`config.mk`:
```
export PLATFORM = sky130hd
export DESIGN_NAME = ratio_normalize_and_reduce
export DESIGN_NICKNAME = d
export VERILOG_FILES = /design/src/rtl/rnr_pkg.sv /design/src/rtl/ratio_normalize_and_reduce.sv /design/src/rtl/rnr_div.sv
export SDC_FILE = /design/constraint.sdc
export NUM_CORES = 1
export LEC_CHECK = 0
export ABC_AREA = 1
export BUFFER_PORTS_ARGS = -buffer_cell sky130_fd_sc_hd__clkbuf_2
export CAP_MARGIN = 20
export CELL_PAD_IN_SITES_DETAIL_PLACEMENT = 1
export CELL_PAD_IN_SITES_GLOBAL_PLACEMENT = 1
export CORE_MARGIN = 2
export CORE_UTILIZATION = 46
export CTS_CLUSTER_DIAMETER = 30
export CTS_CLUSTER_SIZE = 16
export DETAILED_ROUTE_END_ITERATION = 7
export GPL_TIMING_DRIVEN = 0
export PLACE_DENSITY_LB_ADDON = 0.1
export SLEW_MARGIN = 0
export SYNTH_ARGS = -nofsm -noshare
export SYNTH_HDL_FRONTEND = slang
export SYNTH_SLANG_ARGS = --single-unit
export TNS_END_PERCENT = 1
```
`constraint.sdc`:
```
create_clock -name clk -period 11.14 [get_ports clk]
set_input_delay 2.785 -clock clk [delete_from_list [all_inputs] [get_ports clk]]
set_output_delay 2.785 -clock clk [all_outputs]
set_load 0.01 [all_outputs]
```
`src/rtl/rnr_pkg.sv`:
```
// Shared types and constants for the ratio normalize and reduce block.
package rnr_pkg;

  localparam int WORD_W = 32;
  localparam int WIDE_W = 2 * WORD_W;
  localparam int CNT_W  = $clog2(WORD_W);

  typedef struct packed {
    logic [WIDE_W-1:0] numerator_in;
    logic [WIDE_W-1:0] denominator_in;
  } in_t;

  typedef struct packed {
    logic [WORD_W-1:0] numerator_out;
    logic [WORD_W-1:0] denominator_out;
    logic              zero_denominator;
  } out_t;

  typedef struct packed {
    logic              start;
    logic [WORD_W-1:0] dividend;
    logic [WORD_W-1:0] divisor;
  } div_req_t;

  typedef struct packed {
    logic              done;
    logic [WORD_W-1:0] quot;
    logic [WORD_W-1:0] rem;
  } div_rsp_t;

  typedef enum logic [3:0] {
    ST_IDLE,
    ST_NORM,
    ST_CHECK,
    ST_GCD_START,
    ST_GCD_WAIT,
    ST_DIVN_START,
    ST_DIVN_WAIT,
    ST_DIVD_START,
    ST_DIVD_WAIT,
    ST_DONE
  } state_t;

endpackage

```
`src/rtl/ratio_normalize_and_reduce.sv`:
```
// Top level: normalizes a 64-bit ratio to 32 bits and reduces it by Euclid gcd.
// Steps: normalizing right shifts until both values fit in 32 bits, a check, Euclid
// remainder steps until the remainder runs out, the two final divisions
// (one shared 32-step restoring divider), then loading the output; zero cases skip to it.
// A new ratio is taken only in idle, once the last result is in the output register.
// Reset: rst_n is synchronous, active low; clears the sequencer and out_valid.
module ratio_normalize_and_reduce (
  input  logic          clk,
  input  logic          rst_n,
  input  logic          in_valid,
  output logic          in_ready,
  input  rnr_pkg::in_t  in_data,
  output logic          out_valid,
  input  logic          out_ready,
  output rnr_pkg::out_t out_data
);

  rnr_pkg::state_t             state_r, state_nxt;
  logic [rnr_pkg::WIDE_W-1:0]  n_r, n_nxt;
  logic [rnr_pkg::WIDE_W-1:0]  d_r, d_nxt;
  logic [rnr_pkg::WORD_W-1:0]  a_r, a_nxt;
  logic [rnr_pkg::WORD_W-1:0]  b_r, b_nxt;
  rnr_pkg::out_t               res_r, res_nxt;
  rnr_pkg::out_t               out_r, out_nxt;
  logic                        out_valid_r, out_valid_nxt;
  rnr_pkg::div_req_t           div_req;
  rnr_pkg::div_rsp_t           div_rsp;
  logic                        in_xfer;
  logic                        out_free;
  logic                        high_set;
  logic [rnr_pkg::WORD_W-1:0]  nn, dd;

  assign in_xfer  = in_valid && in_ready;
  assign out_free = !out_valid_r || out_ready;
  // Any bit above the low word means another right shift of both values.
  assign high_set = (n_r[rnr_pkg::WIDE_W-1:rnr_pkg::WORD_W] != '0) ||
                    (d_r[rnr_pkg::WIDE_W-1:rnr_pkg::WORD_W] != '0);
  assign nn = n_r[rnr_pkg::WORD_W-1:0];
  assign dd = d_r[rnr_pkg::WORD_W-1:0];

  rnr_div u_div (
    .clk   (clk),
    .rst_n (rst_n),
    .req   (div_req),
    .rsp   (div_rsp)
  );

  // Next state of the sequencer.
  always_comb begin
    state_nxt = state_r;
    case (state_r)
      rnr_pkg::ST_IDLE:       if (in_xfer) state_nxt = rnr_pkg::ST_NORM;
      rnr_pkg::ST_NORM:       if (!high_set) state_nxt = rnr_pkg::ST_CHECK;
      rnr_pkg::ST_CHECK: begin
        if (dd == '0 || nn == '0) state_nxt = rnr_pkg::ST_DONE;
        else state_nxt = rnr_pkg::ST_GCD_START;
      end
      rnr_pkg::ST_GCD_START: begin
        // gcd settled once the remainder runs out
        if (b_r == '0) state_nxt = rnr_pkg::ST_DIVN_START;
        else state_nxt = rnr_pkg::ST_GCD_WAIT;
      end
      rnr_pkg::ST_GCD_WAIT:   if (div_rsp.done) state_nxt = rnr_pkg::ST_GCD_START;
      rnr_pkg::ST_DIVN_START: state_nxt = rnr_pkg::ST_DIVN_WAIT;
      rnr_pkg::ST_DIVN_WAIT:  if (div_rsp.done) state_nxt = rnr_pkg::ST_DIVD_START;
      rnr_pkg::ST_DIVD_START: state_nxt = rnr_pkg::ST_DIVD_WAIT;
      rnr_pkg::ST_DIVD_WAIT:  if (div_rsp.done) state_nxt = rnr_pkg::ST_DONE;
      rnr_pkg::ST_DONE:       if (out_free) state_nxt = rnr_pkg::ST_IDLE;
      default:                state_nxt = rnr_pkg::ST_IDLE;
    endcase
  end

  // Datapath updates, divider requests and the output register.
  always_comb begin
    n_nxt            = n_r;
    d_nxt            = d_r;
    a_nxt            = a_r;
    b_nxt            = b_r;
    res_nxt          = res_r;
    out_nxt          = out_r;
    out_valid_nxt    = out_valid_r;
    div_req.start    = 1'b0;
    div_req.dividend = a_r;
    div_req.divisor  = b_r;
    in_ready         = 1'b0;

    if (out_valid_r && out_ready) out_valid_nxt = 1'b0;

    case (state_r)
      rnr_pkg::ST_IDLE: begin
        in_ready = 1'b1;
        if (in_xfer) begin
          n_nxt = in_data.numerator_in;
          d_nxt = in_data.denominator_in;
        end
      end
      rnr_pkg::ST_NORM: begin
        if (high_set) begin
          n_nxt = n_r >> 1;
          d_nxt = d_r >> 1;
        end
      end
      rnr_pkg::ST_CHECK: begin
        res_nxt.zero_denominator = 1'b0;
        res_nxt.numerator_out    = '0;
        if (dd == '0) begin
          // zero denominator flags an error, numerator dropped
          res_nxt.denominator_out  = '0;
          res_nxt.zero_denominator = 1'b1;
        end else if (nn == '0) begin
          res_nxt.denominator_out = rnr_pkg::WORD_W'(1);
        end
        a_nxt = nn;
        b_nxt = dd;
      end
      rnr_pkg::ST_GCD_START: begin
        div_req.start = (b_r != '0);
      end
      rnr_pkg::ST_GCD_WAIT: begin
        if (div_rsp.done) begin
          a_nxt = b_r;
          b_nxt = div_rsp.rem;
        end
      end
      rnr_pkg::ST_DIVN_START: begin
        div_req.start    = 1'b1;
        div_req.dividend = nn;
        div_req.divisor  = a_r;
      end
      rnr_pkg::ST_DIVN_WAIT: begin
        if (div_rsp.done) res_nxt.numerator_out = div_rsp.quot;
      end
      rnr_pkg::ST_DIVD_START: begin
        div_req.start    = 1'b1;
        div_req.dividend = dd;
        div_req.divisor  = a_r;
      end
      rnr_pkg::ST_DIVD_WAIT: begin
        if (div_rsp.done) res_nxt.denominator_out = div_rsp.quot;
      end
      rnr_pkg::ST_DONE: begin
        // hold the result until the output register frees up
        if (out_free) begin
          out_nxt       = res_r;
          out_valid_nxt = 1'b1;
        end
      end
      default: begin
      end
    endcase
  end

  always_ff @(posedge clk) begin
    if (!rst_n) begin
      state_r     <= rnr_pkg::ST_IDLE;
      out_valid_r <= 1'b0;
    end else begin
      state_r     <= state_nxt;
      out_valid_r <= out_valid_nxt;
    end
    n_r   <= n_nxt;
    d_r   <= d_nxt;
    a_r   <= a_nxt;
    b_r   <= b_nxt;
    res_r <= res_nxt;
    out_r <= out_nxt;
  end

  assign out_valid = out_valid_r;
  assign out_data  = out_r;

endmodule

```
`src/rtl/rnr_div.sv`:
```
// Restoring divider: one quotient bit per cycle, shared by all divisions.
module rnr_div (
  input  logic              clk,
  input  logic              rst_n,
  input  rnr_pkg::div_req_t req,
  output rnr_pkg::div_rsp_t rsp
);

  logic                          busy_r, busy_nxt;
  logic                          done_r, done_nxt;
  logic [rnr_pkg::CNT_W-1:0]     cnt_r, cnt_nxt;
  logic [rnr_pkg::WORD_W-1:0]    quo_r, quo_nxt;
  logic [rnr_pkg::WORD_W-1:0]    rem_r, rem_nxt;
  logic [rnr_pkg::WORD_W-1:0]    dsr_r, dsr_nxt;
  logic [rnr_pkg::WORD_W:0]      shifted;
  logic [rnr_pkg::WORD_W:0]      diff;
  logic                          ge;

  assign shifted = {rem_r, quo_r[rnr_pkg::WORD_W-1]};
  assign ge      = shifted >= {1'b0, dsr_r};
  assign diff    = shifted - {1'b0, dsr_r};

  always_comb begin
    busy_nxt = busy_r;
    done_nxt = 1'b0;
    cnt_nxt  = cnt_r;
    quo_nxt  = quo_r;
    rem_nxt  = rem_r;
    dsr_nxt  = dsr_r;
    if (req.start) begin
      busy_nxt = 1'b1;
      cnt_nxt  = '0;
      quo_nxt  = req.dividend;
      rem_nxt  = '0;
      dsr_nxt  = req.divisor;
    end else if (busy_r) begin
      // shift in one dividend bit, subtract when it fits
      quo_nxt = {quo_r[rnr_pkg::WORD_W-2:0], ge};
      rem_nxt = ge ? diff[rnr_pkg::WORD_W-1:0] : shifted[rnr_pkg::WORD_W-1:0];
      cnt_nxt = cnt_r + 1'b1;
      if (cnt_r == rnr_pkg::CNT_W'(rnr_pkg::WORD_W - 1)) begin
        busy_nxt = 1'b0;
        done_nxt = 1'b1;
      end
    end
  end

  always_ff @(posedge clk) begin
    if (!rst_n) begin
      busy_r <= 1'b0;
      done_r <= 1'b0;
    end else begin
      busy_r <= busy_nxt;
      done_r <= done_nxt;
    end
    cnt_r <= cnt_nxt;
    quo_r <= quo_nxt;
    rem_r <= rem_nxt;
    dsr_r <= dsr_nxt;
  end

  assign rsp.done = done_r;
  assign rsp.quot = quo_r;
  assign rsp.rem  = rem_r;

endmodule

```
==> results of run 1 <==
[cells in the final DEF (no fill, tap or decap), types with 11 or more instances in the layout]
master,synthesis,layout
sky130_fd_sc_hd__buf_2,20,20
sky130_fd_sc_hd__inv_1,393,393
sky130_fd_sc_hd__nor2_1,149,148
sky130_fd_sc_hd__nand2_1,651,651
sky130_fd_sc_hd__o21ai_1,24,24
sky130_fd_sc_hd__xnor2_1,14,14
sky130_fd_sc_hd__edfxtp_1,386,386
sky130_fd_sc_hd__clkbuf_1,60,70
sky130_fd_sc_hd__nor3_1,15,15
sky130_fd_sc_hd__clkinv_2,0,15
sky130_fd_sc_hd__clkinvlp_4,0,11
sky130_fd_sc_hd__clkbuf_2,0,198
sky130_fd_sc_hd__clkinv_1,0,18
sky130_fd_sc_hd__nand4_1,38,38
sky130_fd_sc_hd__o221ai_1,16,16
sky130_fd_sc_hd__clkbuf_16,0,100
sky130_fd_sc_hd__dfxtp_1,44,44
sky130_fd_sc_hd__a21oi_1,39,37
sky130_fd_sc_hd__ha_1,34,34
sky130_fd_sc_hd__bufinv_16,0,17
sky130_fd_sc_hd__o21ai_0,261,259
sky130_fd_sc_hd__nand3_1,94,94
[layout make-up]
| class | instances | area share [%] |
|---|---|---|
| flip-flops and latches | 430 | 47.1 |
| multi-input cells | 1390 | 25.0 |
| clock buffers | 113 | 9.76 |
| inverters | 399 | 5.66 |
| repair buffers | 208 | 4.56 |
| clock inverters | 75 | 3.59 |
| well taps | 600 | 2.84 |
| plain buffers | 86 | 1.47 |
| diodes | 2 | 0.0189 |
[how the worst min path moves through the flow]
stage	to	start	slack (ns)
3_5_place_dp	out_data[46]	res_r[46]	0.41
6_report	out_data[63]	res_r[63]	0.41
5_1_grt	out_data[63]	res_r[63]	0.42
4_1_cts	out_data[63]	res_r[63]	0.40
2_1_floorplan	out_data[0]	res_r[0]	0.40
3_3_place_gp	out_data[46]	res_r[46]	0.40
[stage by stage]
stage               std cells  TNS [ns]  utilization [%]  total power [W]  setup WS, ns
floorplan                2305         0                -          0.00353          1.48
global placement         3103   -237.11             50.2          0.00412         -1.86
detailed placement       3113         0             50.8          0.00417          6.64
CTS                      3301         0             58.7          0.00730          6.59
global route             3301         0             58.7          0.00761          6.45
finish                   3303         0             58.7          0.00733          6.59
[worst max-delay path, cell delays in order, from the launching register on]
cell	delay (ns)
sky130_fd_sc_hd__dfxtp_1	0.36
sky130_fd_sc_hd__nor2_1	0.33
sky130_fd_sc_hd__nand2_1	0.22
sky130_fd_sc_hd__inv_1	0.09
sky130_fd_sc_hd__clkbuf_2	0.13
[registers in the layout, indices dropped and copies added, names as in the netlist]
| name | count |
|---|---|
| out_data | 65 |
| a_r | 32 |
| u_div.done_r | 1 |
| d_r | 64 |
| u_div.cnt_r | 5 |
| out_valid | 1 |
| res_r | 65 |
| u_div.busy_r | 1 |
| u_div.rem_r | 32 |
| b_r | 32 |
| u_div.quo_r | 32 |
| state_r | 4 |
| n_r | 64 |
| u_div.dsr_r | 32 |
[per-layer routing]
| metal | global-route usage (%) | part of all wire (%) | up-vias |
|---|---|---|---|
| li1 | - | - | 8190 |
| met1 | 41.4 | 41 | 8955 |
| met2 | 54.7 | 48 | 803 |
| met3 | 6.64 | 6.8 | 175 |
| met4 | 13.9 | 3.7 | 8 |
| met5 | 0 | 0.068 | - |
[power by group through the flow]
stage,sequential [W],clock (W),combinational [W]
2_1_floorplan,0.00254,0,0.000991
3_3_place_gp,0.00264,0,0.00148
3_5_place_dp,0.00254,0,0.00163
4_1_cts,0.00253,0.00308,0.00169
5_1_grt,0.00257,0.00316,0.00188
6_report,0.00254,0.00307,0.00172
[logic make-up (layout without fill, tap and decap cells)]
logic type,Yosys count,count (layout),share of synthesized area [%]
other,0,2,0
adders and majority gates,35,35,2.13
xor gates and xnor gates,17,17,0.712
DFF,430,430,59.6
AOI/OAI and AO/OA,348,348,8.70
buffers and inverters,485,881,9.02
and+or+nand+nor,990,990,19.8
==> results.yml, run 1 <==
status:
  run_status: "finished, final reports clean"
pwr:
  total_switching_power_w: 0.00248
  swShare_pct: 33.9
  total_leakage_power_nw: 12.0
  p_comb_share_pct: 23.4
  power_dens_cells_nw_per_um2: 277
  max-vdd-ir-drop_mv: 0.146
  internal_power_w: 0.00485
  share_seq_of_total_power_pct: 34.7
  p_clk_share_pct: 41.9
yosys:
  ys_top_cells_by_area: "sky130_fd_sc_hd__edfxtp_1 (55%), sky130_fd_sc_hd__nand2_1 (12%), sky130_fd_sc_hd__inv_1 (7.1%)"
  ys_top_cells_by_count: "sky130_fd_sc_hd__nand2_1 (651), sky130_fd_sc_hd__inv_1 (393), sky130_fd_sc_hd__edfxtp_1 (386), sky130_fd_sc_hd__o21ai_0 (261), sky130_fd_sc_hd__nor2_1 (149)"
  yosys_warnings: 0
  synth_enable_flop_cells: 386
  synthDistinctLibCells: 39
  async_reset_ff_share_pct: 0
  netlist_instances: 2305
  synth_top_area_share_pct: 55.4
  seq_area_frac_synth_pct: 59.6
  synthesis.area_um2: 20900
  postSynthAreaPerCell_um2: 9.07
  postSynthNetCount: 2472
  ys.flop_type: "sky130_fd_sc_hd__edfxtp_1"
  ys_seq_elements: 430
  synth_top_cell_by_area: "sky130_fd_sc_hd__edfxtp_1"
  synth_most_common_cell: "sky130_fd_sc_hd__nand2_1"
floorplanning:
  die_w_um: 217
  chipHeight_um: 217
  coreArea_um2: 45100
  core.rowCount: 78
  floorplan.die_area_um2: 47200
  initial_util_pct: 46.4
  design.portCount: 199
clock_network:
  clock_tree.htree_level_count: 3
  cts_resized: 0
  cts-buffers-inserted: 99
  cts_tree: "yes"
  clk_pin_slew_ns: 0.05
  clkLatencyLatePin_ns: 0.65
  clockRootBuffer: "sky130_fd_sc_hd__clkbuf_16"
  cts_buffer_depth: 3
  postCtsSetupBuffers: 0
  number_of_sinks_driven_by_the_clock_tree: 430
  hold_buffers: 0
place:
  finalWeightedCongestion: 0.943
  hpwl_um: 54600
  portBuffers: 198
  postPlaceCellArea_um2: 22900
critical_path:
  crit_type: "flip-flop to primary output"
  reg2regPathDepth: 10
  regToRegEndpoint: "d_r[40]"
  startpoint: "state_r[0]"
  worstSetupStartpointType: "flip-flop"
  crit-reg2reg-launch: "state_r[0]"
  timing.critical_path.to: "in_ready"
  worst_setup_path_end_kind: "primary output"
  cp_data_arrival_time_ns: 1.76
  cp_data_required_time_ns: 8.36
  timing.critical_path.fanout_max: 6
  timing.reg2reg.setup_slack_ns: 8.09
final_layout:
  multi_input_area_um2: 6610
  area.growth.synth_to_final_pct: 26.5
  drive_above_1_share_pct: 16.3
  fillers: 5164
  layout.cell_area.non_filler_um2: 26500
  final-seq-area_um2: 12500
  finalNetCount: 2781
grt:
  globalRouteOverflowTotal: 0
  initial_antenna_violation_count: 5
  global_route_wire_length_before_repair_um: 115000
  grt_max_degree: 42
  grt_pass1_vias: 18910
  grtUsageTotal_pct: 32.7
routing:
  vias_per_cell: 5.49
  route.detailed.drc: 0
  vias: 18131
  detailedRoute.firstIterationViolations: 1392
  drt-total-wl_um: 77000
  antenna_violating_nets_post_route: 0
  route.detailed.wl_per_inst_um: 23.3
  drt_first_pass_iters: 5
run:
  maxCapViolations: 0
timing:
  achievable-frequency_mhz: 220
  finalMaxSlewViolations: 0
  hold_violations: 0
  period_minus_slack_ns: 4.55
  worst_slew_margin_rel_pct: 31.6
  final_min_period_over_clock_period_pct: 40.8
  setup_viol_count_final: 0
  final.setup_skew_ns: 0.0388
  holdWs_ns: 0.405
  grt_setup_unrepaired: "false"
  timing_worst_slew_pin_value_ns: 1.03
min_path:
  hp-class: "flip-flop to flip-flop"
  worst_hold_path.num_cells: 0
Note: power is estimated with default switching activity, not from simulation.
==> inputs of run 2 (changes only) <==
Settings changed: CORE_UTILIZATION 46 to 41.
Clock period 11.14 ns to 3.95 ns, I/O delays scaled along.
==> run 2 against run 1 <==
Net effect:
- sequential cell count unchanged
- clock power increased to 2.7 times the previous value
- sequential power increased to 2.8 times the previous value
- cell count increased by 2.1%
- die area increased by 12%
- worst hold slack improved by 0.0097 ns
- highest routed layer unchanged
==> results.yml, run 2 (synthesized netlist as in run 1, its figures left out) <==
status:
  run_status: "finished, final reports clean"
routing:
  met2RoutedLength_um: 34700
  drt_first_pass_iters: 5
  route.met3.wl_um: 4170
  maxUsedRoutingLayer: "met5"
  route.detailed.drc: 0
  drt-total-wl_um: 71500
  vias: 17359
  wirelength_met1_um: 30400
  vias_per_cell: 5.15
  detailedRoute.firstIterationViolations: 1297
  antenna_violating_nets_post_route: 0
  route.detailed.wl_per_inst_um: 21.2
grt:
  grtUsageTotal_pct: 27.1
  grt_max_degree: 42
  global_route_wire_length_before_repair_um: 108000
  grt_pass1_vias: 18437
  initial_antenna_violation_count: 5
  globalRouteOverflowTotal: 0
timing:
  final.setup_skew_ns: 0.0208
  period_minus_slack_ns: 3.07
  achievable-frequency_mhz: 326
  setup_viol_count_final: 0
  finalMaxSlewViolations: 0
  hold_violations: 0
  setup_tns_ns: 0
  timing_worst_slew_pin_value_ns: 1.02
  grt_setup_unrepaired: "false"
  final_min_period_over_clock_period_pct: 77.6
  worst_slew_margin_rel_pct: 32.3
clock_network:
  clk_pin_slew_ns: 0.04
  clockRootBuffer: "sky130_fd_sc_hd__clkbuf_16"
  number_of_sinks_driven_by_the_clock_tree: 430
  cts_tree: "yes"
  cts_buffer_depth: 3
  cts-buffers-inserted: 100
  postCtsSetupBuffers: 0
  clkLatencyLatePin_ns: 0.63
  clock_tree.htree_level_count: 3
  cts_resized: 0
  hold_buffers: 0
floorplanning:
  die_w_um: 230
  design.portCount: 199
  core.rowCount: 82
  coreArea_um2: 50300
  floorplan.die_area_um2: 52800
  initial_util_pct: 41.6
  chipHeight_um: 230
final_layout:
  drive_above_1_share_pct: 16.3
  fillers: 5809
  layout.cell_area.non_filler_um2: 26500
  finalNonFillerCells: 3373
  area.growth.synth_to_final_pct: 26.7
  layout_common_cells: "sky130_fd_sc_hd__nand2_1 (651), sky130_fd_sc_hd__inv_1 (393), sky130_fd_sc_hd__edfxtp_1 (386)"
  finalNetCount: 2782
  final_common_cell: "sky130_fd_sc_hd__nand2_1"
critical_path:
  crit_type: "flip-flop to flip-flop"
  timing.reg2reg.setup_slack_ns: 0.88
  worst_path_largest_cell_delay_ns: 0.67
  path_cells: "inv_2 -> nor2_1 -> inv_1 -> nor2_1 -> buf_2 -> nand2_1 -> a21oi_4 -> buf_16 -> buf_12 -> buf_16"
  worst_setup_path_end_kind: "flip-flop"
  master_of_the_slowest_instance_on_the_critical_path: "sky130_fd_sc_hd__a21oi_4"
  timing.critical_path.fanout_max: 28
  critical_path.top_delay_family: "buffers and inverters"
  cp_data_arrival_time_ns: 3.38
  worstPathBufferInverterCount: 6
  crit-reg2reg-launch: "state_r[0]"
  cp_data_required_time_ns: 4.27
  worstSetupStartpointType: "flip-flop"
  regToRegEndpoint: "d_r[25]"
  reg2regPathDepth: 10
place:
  portBuffers: 198
  postPlaceCellArea_um2: 23000
  placed_cells: 3185
  finalWeightedCongestion: 0.904
  hpwl_um: 53900
min_path:
  hold-path-endpoint: "out_data[29]"
  hp-class: "flip-flop to flip-flop"
  worst_hold_path.num_cells: 0
  worstHoldStart: "res_r[29]"
pwr:
  total_leakage_power_nw: 12.0
  max-vdd-ir-drop_mv: 0.447
  power_dens_cells_nw_per_um2: 763
run:
  maxCapViolations: 0
[run 2: worst max path at each step]
stage / start / end / slack [ns] / cells after the start
finish: state_r[0] / d_r[25] / 0.88 / 10
global route: state_r[0] / d_r[27] / 0.71 / 10
CTS: state_r[0] / d_r[25] / 0.90 / 10
detailed placement: state_r[0] / d_r[24] / 0.90 / 10
global placement: state_r[0] / b_r[26] / -2.58 / 5
floorplan: state_r[0] / a_r[0] / -0.49 / 5
[run 2: final cells by class]
class	instances	area [µm²]	share of cell area, %
tap	672	841	3.17
buffer	86	389	1.47
clock inverter	70	810	3.06
antenna	2	5.00	0.0189
clock buffer	116	2650	9.99
inverter	399	1500	5.65
multi-input combinational	1390	6610	24.9
sequential	430	12500	47.1
timing repair buffer	208	1220	4.61
[run 2: report_power, final]
part	leakage, nW	total [W]	internal (W)	switching, W
sequential	4.06	0.00709	0.00656	0.000527
clock	1.65	0.00842	0.00575	0.00267
combinational	6.25	0.00471	0.00131	0.00341
[run 2: per-layer routing]
layer,track usage (%),vias up
met2,45.5,511
met1,35.0,8495
met5,0,-
li1,-,8203
met4,9.03,4
met3,5.64,146
[run 2: worst reg2reg max path, cell delays in order, from the launching register on]
cell and delay, ns:
sky130_fd_sc_hd__dfxtp_1 0.43, sky130_fd_sc_hd__inv_2 0.06, sky130_fd_sc_hd__nor2_1 0.14, sky130_fd_sc_hd__inv_1 0.11, sky130_fd_sc_hd__nor2_1 0.18, sky130_fd_sc_hd__buf_2 0.32
sky130_fd_sc_hd__nand2_1 0.16, sky130_fd_sc_hd__a21oi_4 0.67, sky130_fd_sc_hd__buf_16 0.26, sky130_fd_sc_hd__buf_12 0.23, sky130_fd_sc_hd__buf_16 0.19
[run 2: through the flow]
step                      setup WS, ns  util (%)  power (W)  hold slack (ns)
after floorplan                 -0.488         -    0.00983            0.400
after global placement           -2.58      45.3     0.0114            0.403
after detailed placement         0.899      45.8     0.0117            0.406
after CTS                        0.902      52.7     0.0203            0.416
after global routing             0.713      52.7     0.0211            0.422
final                            0.884      52.7     0.0202            0.415
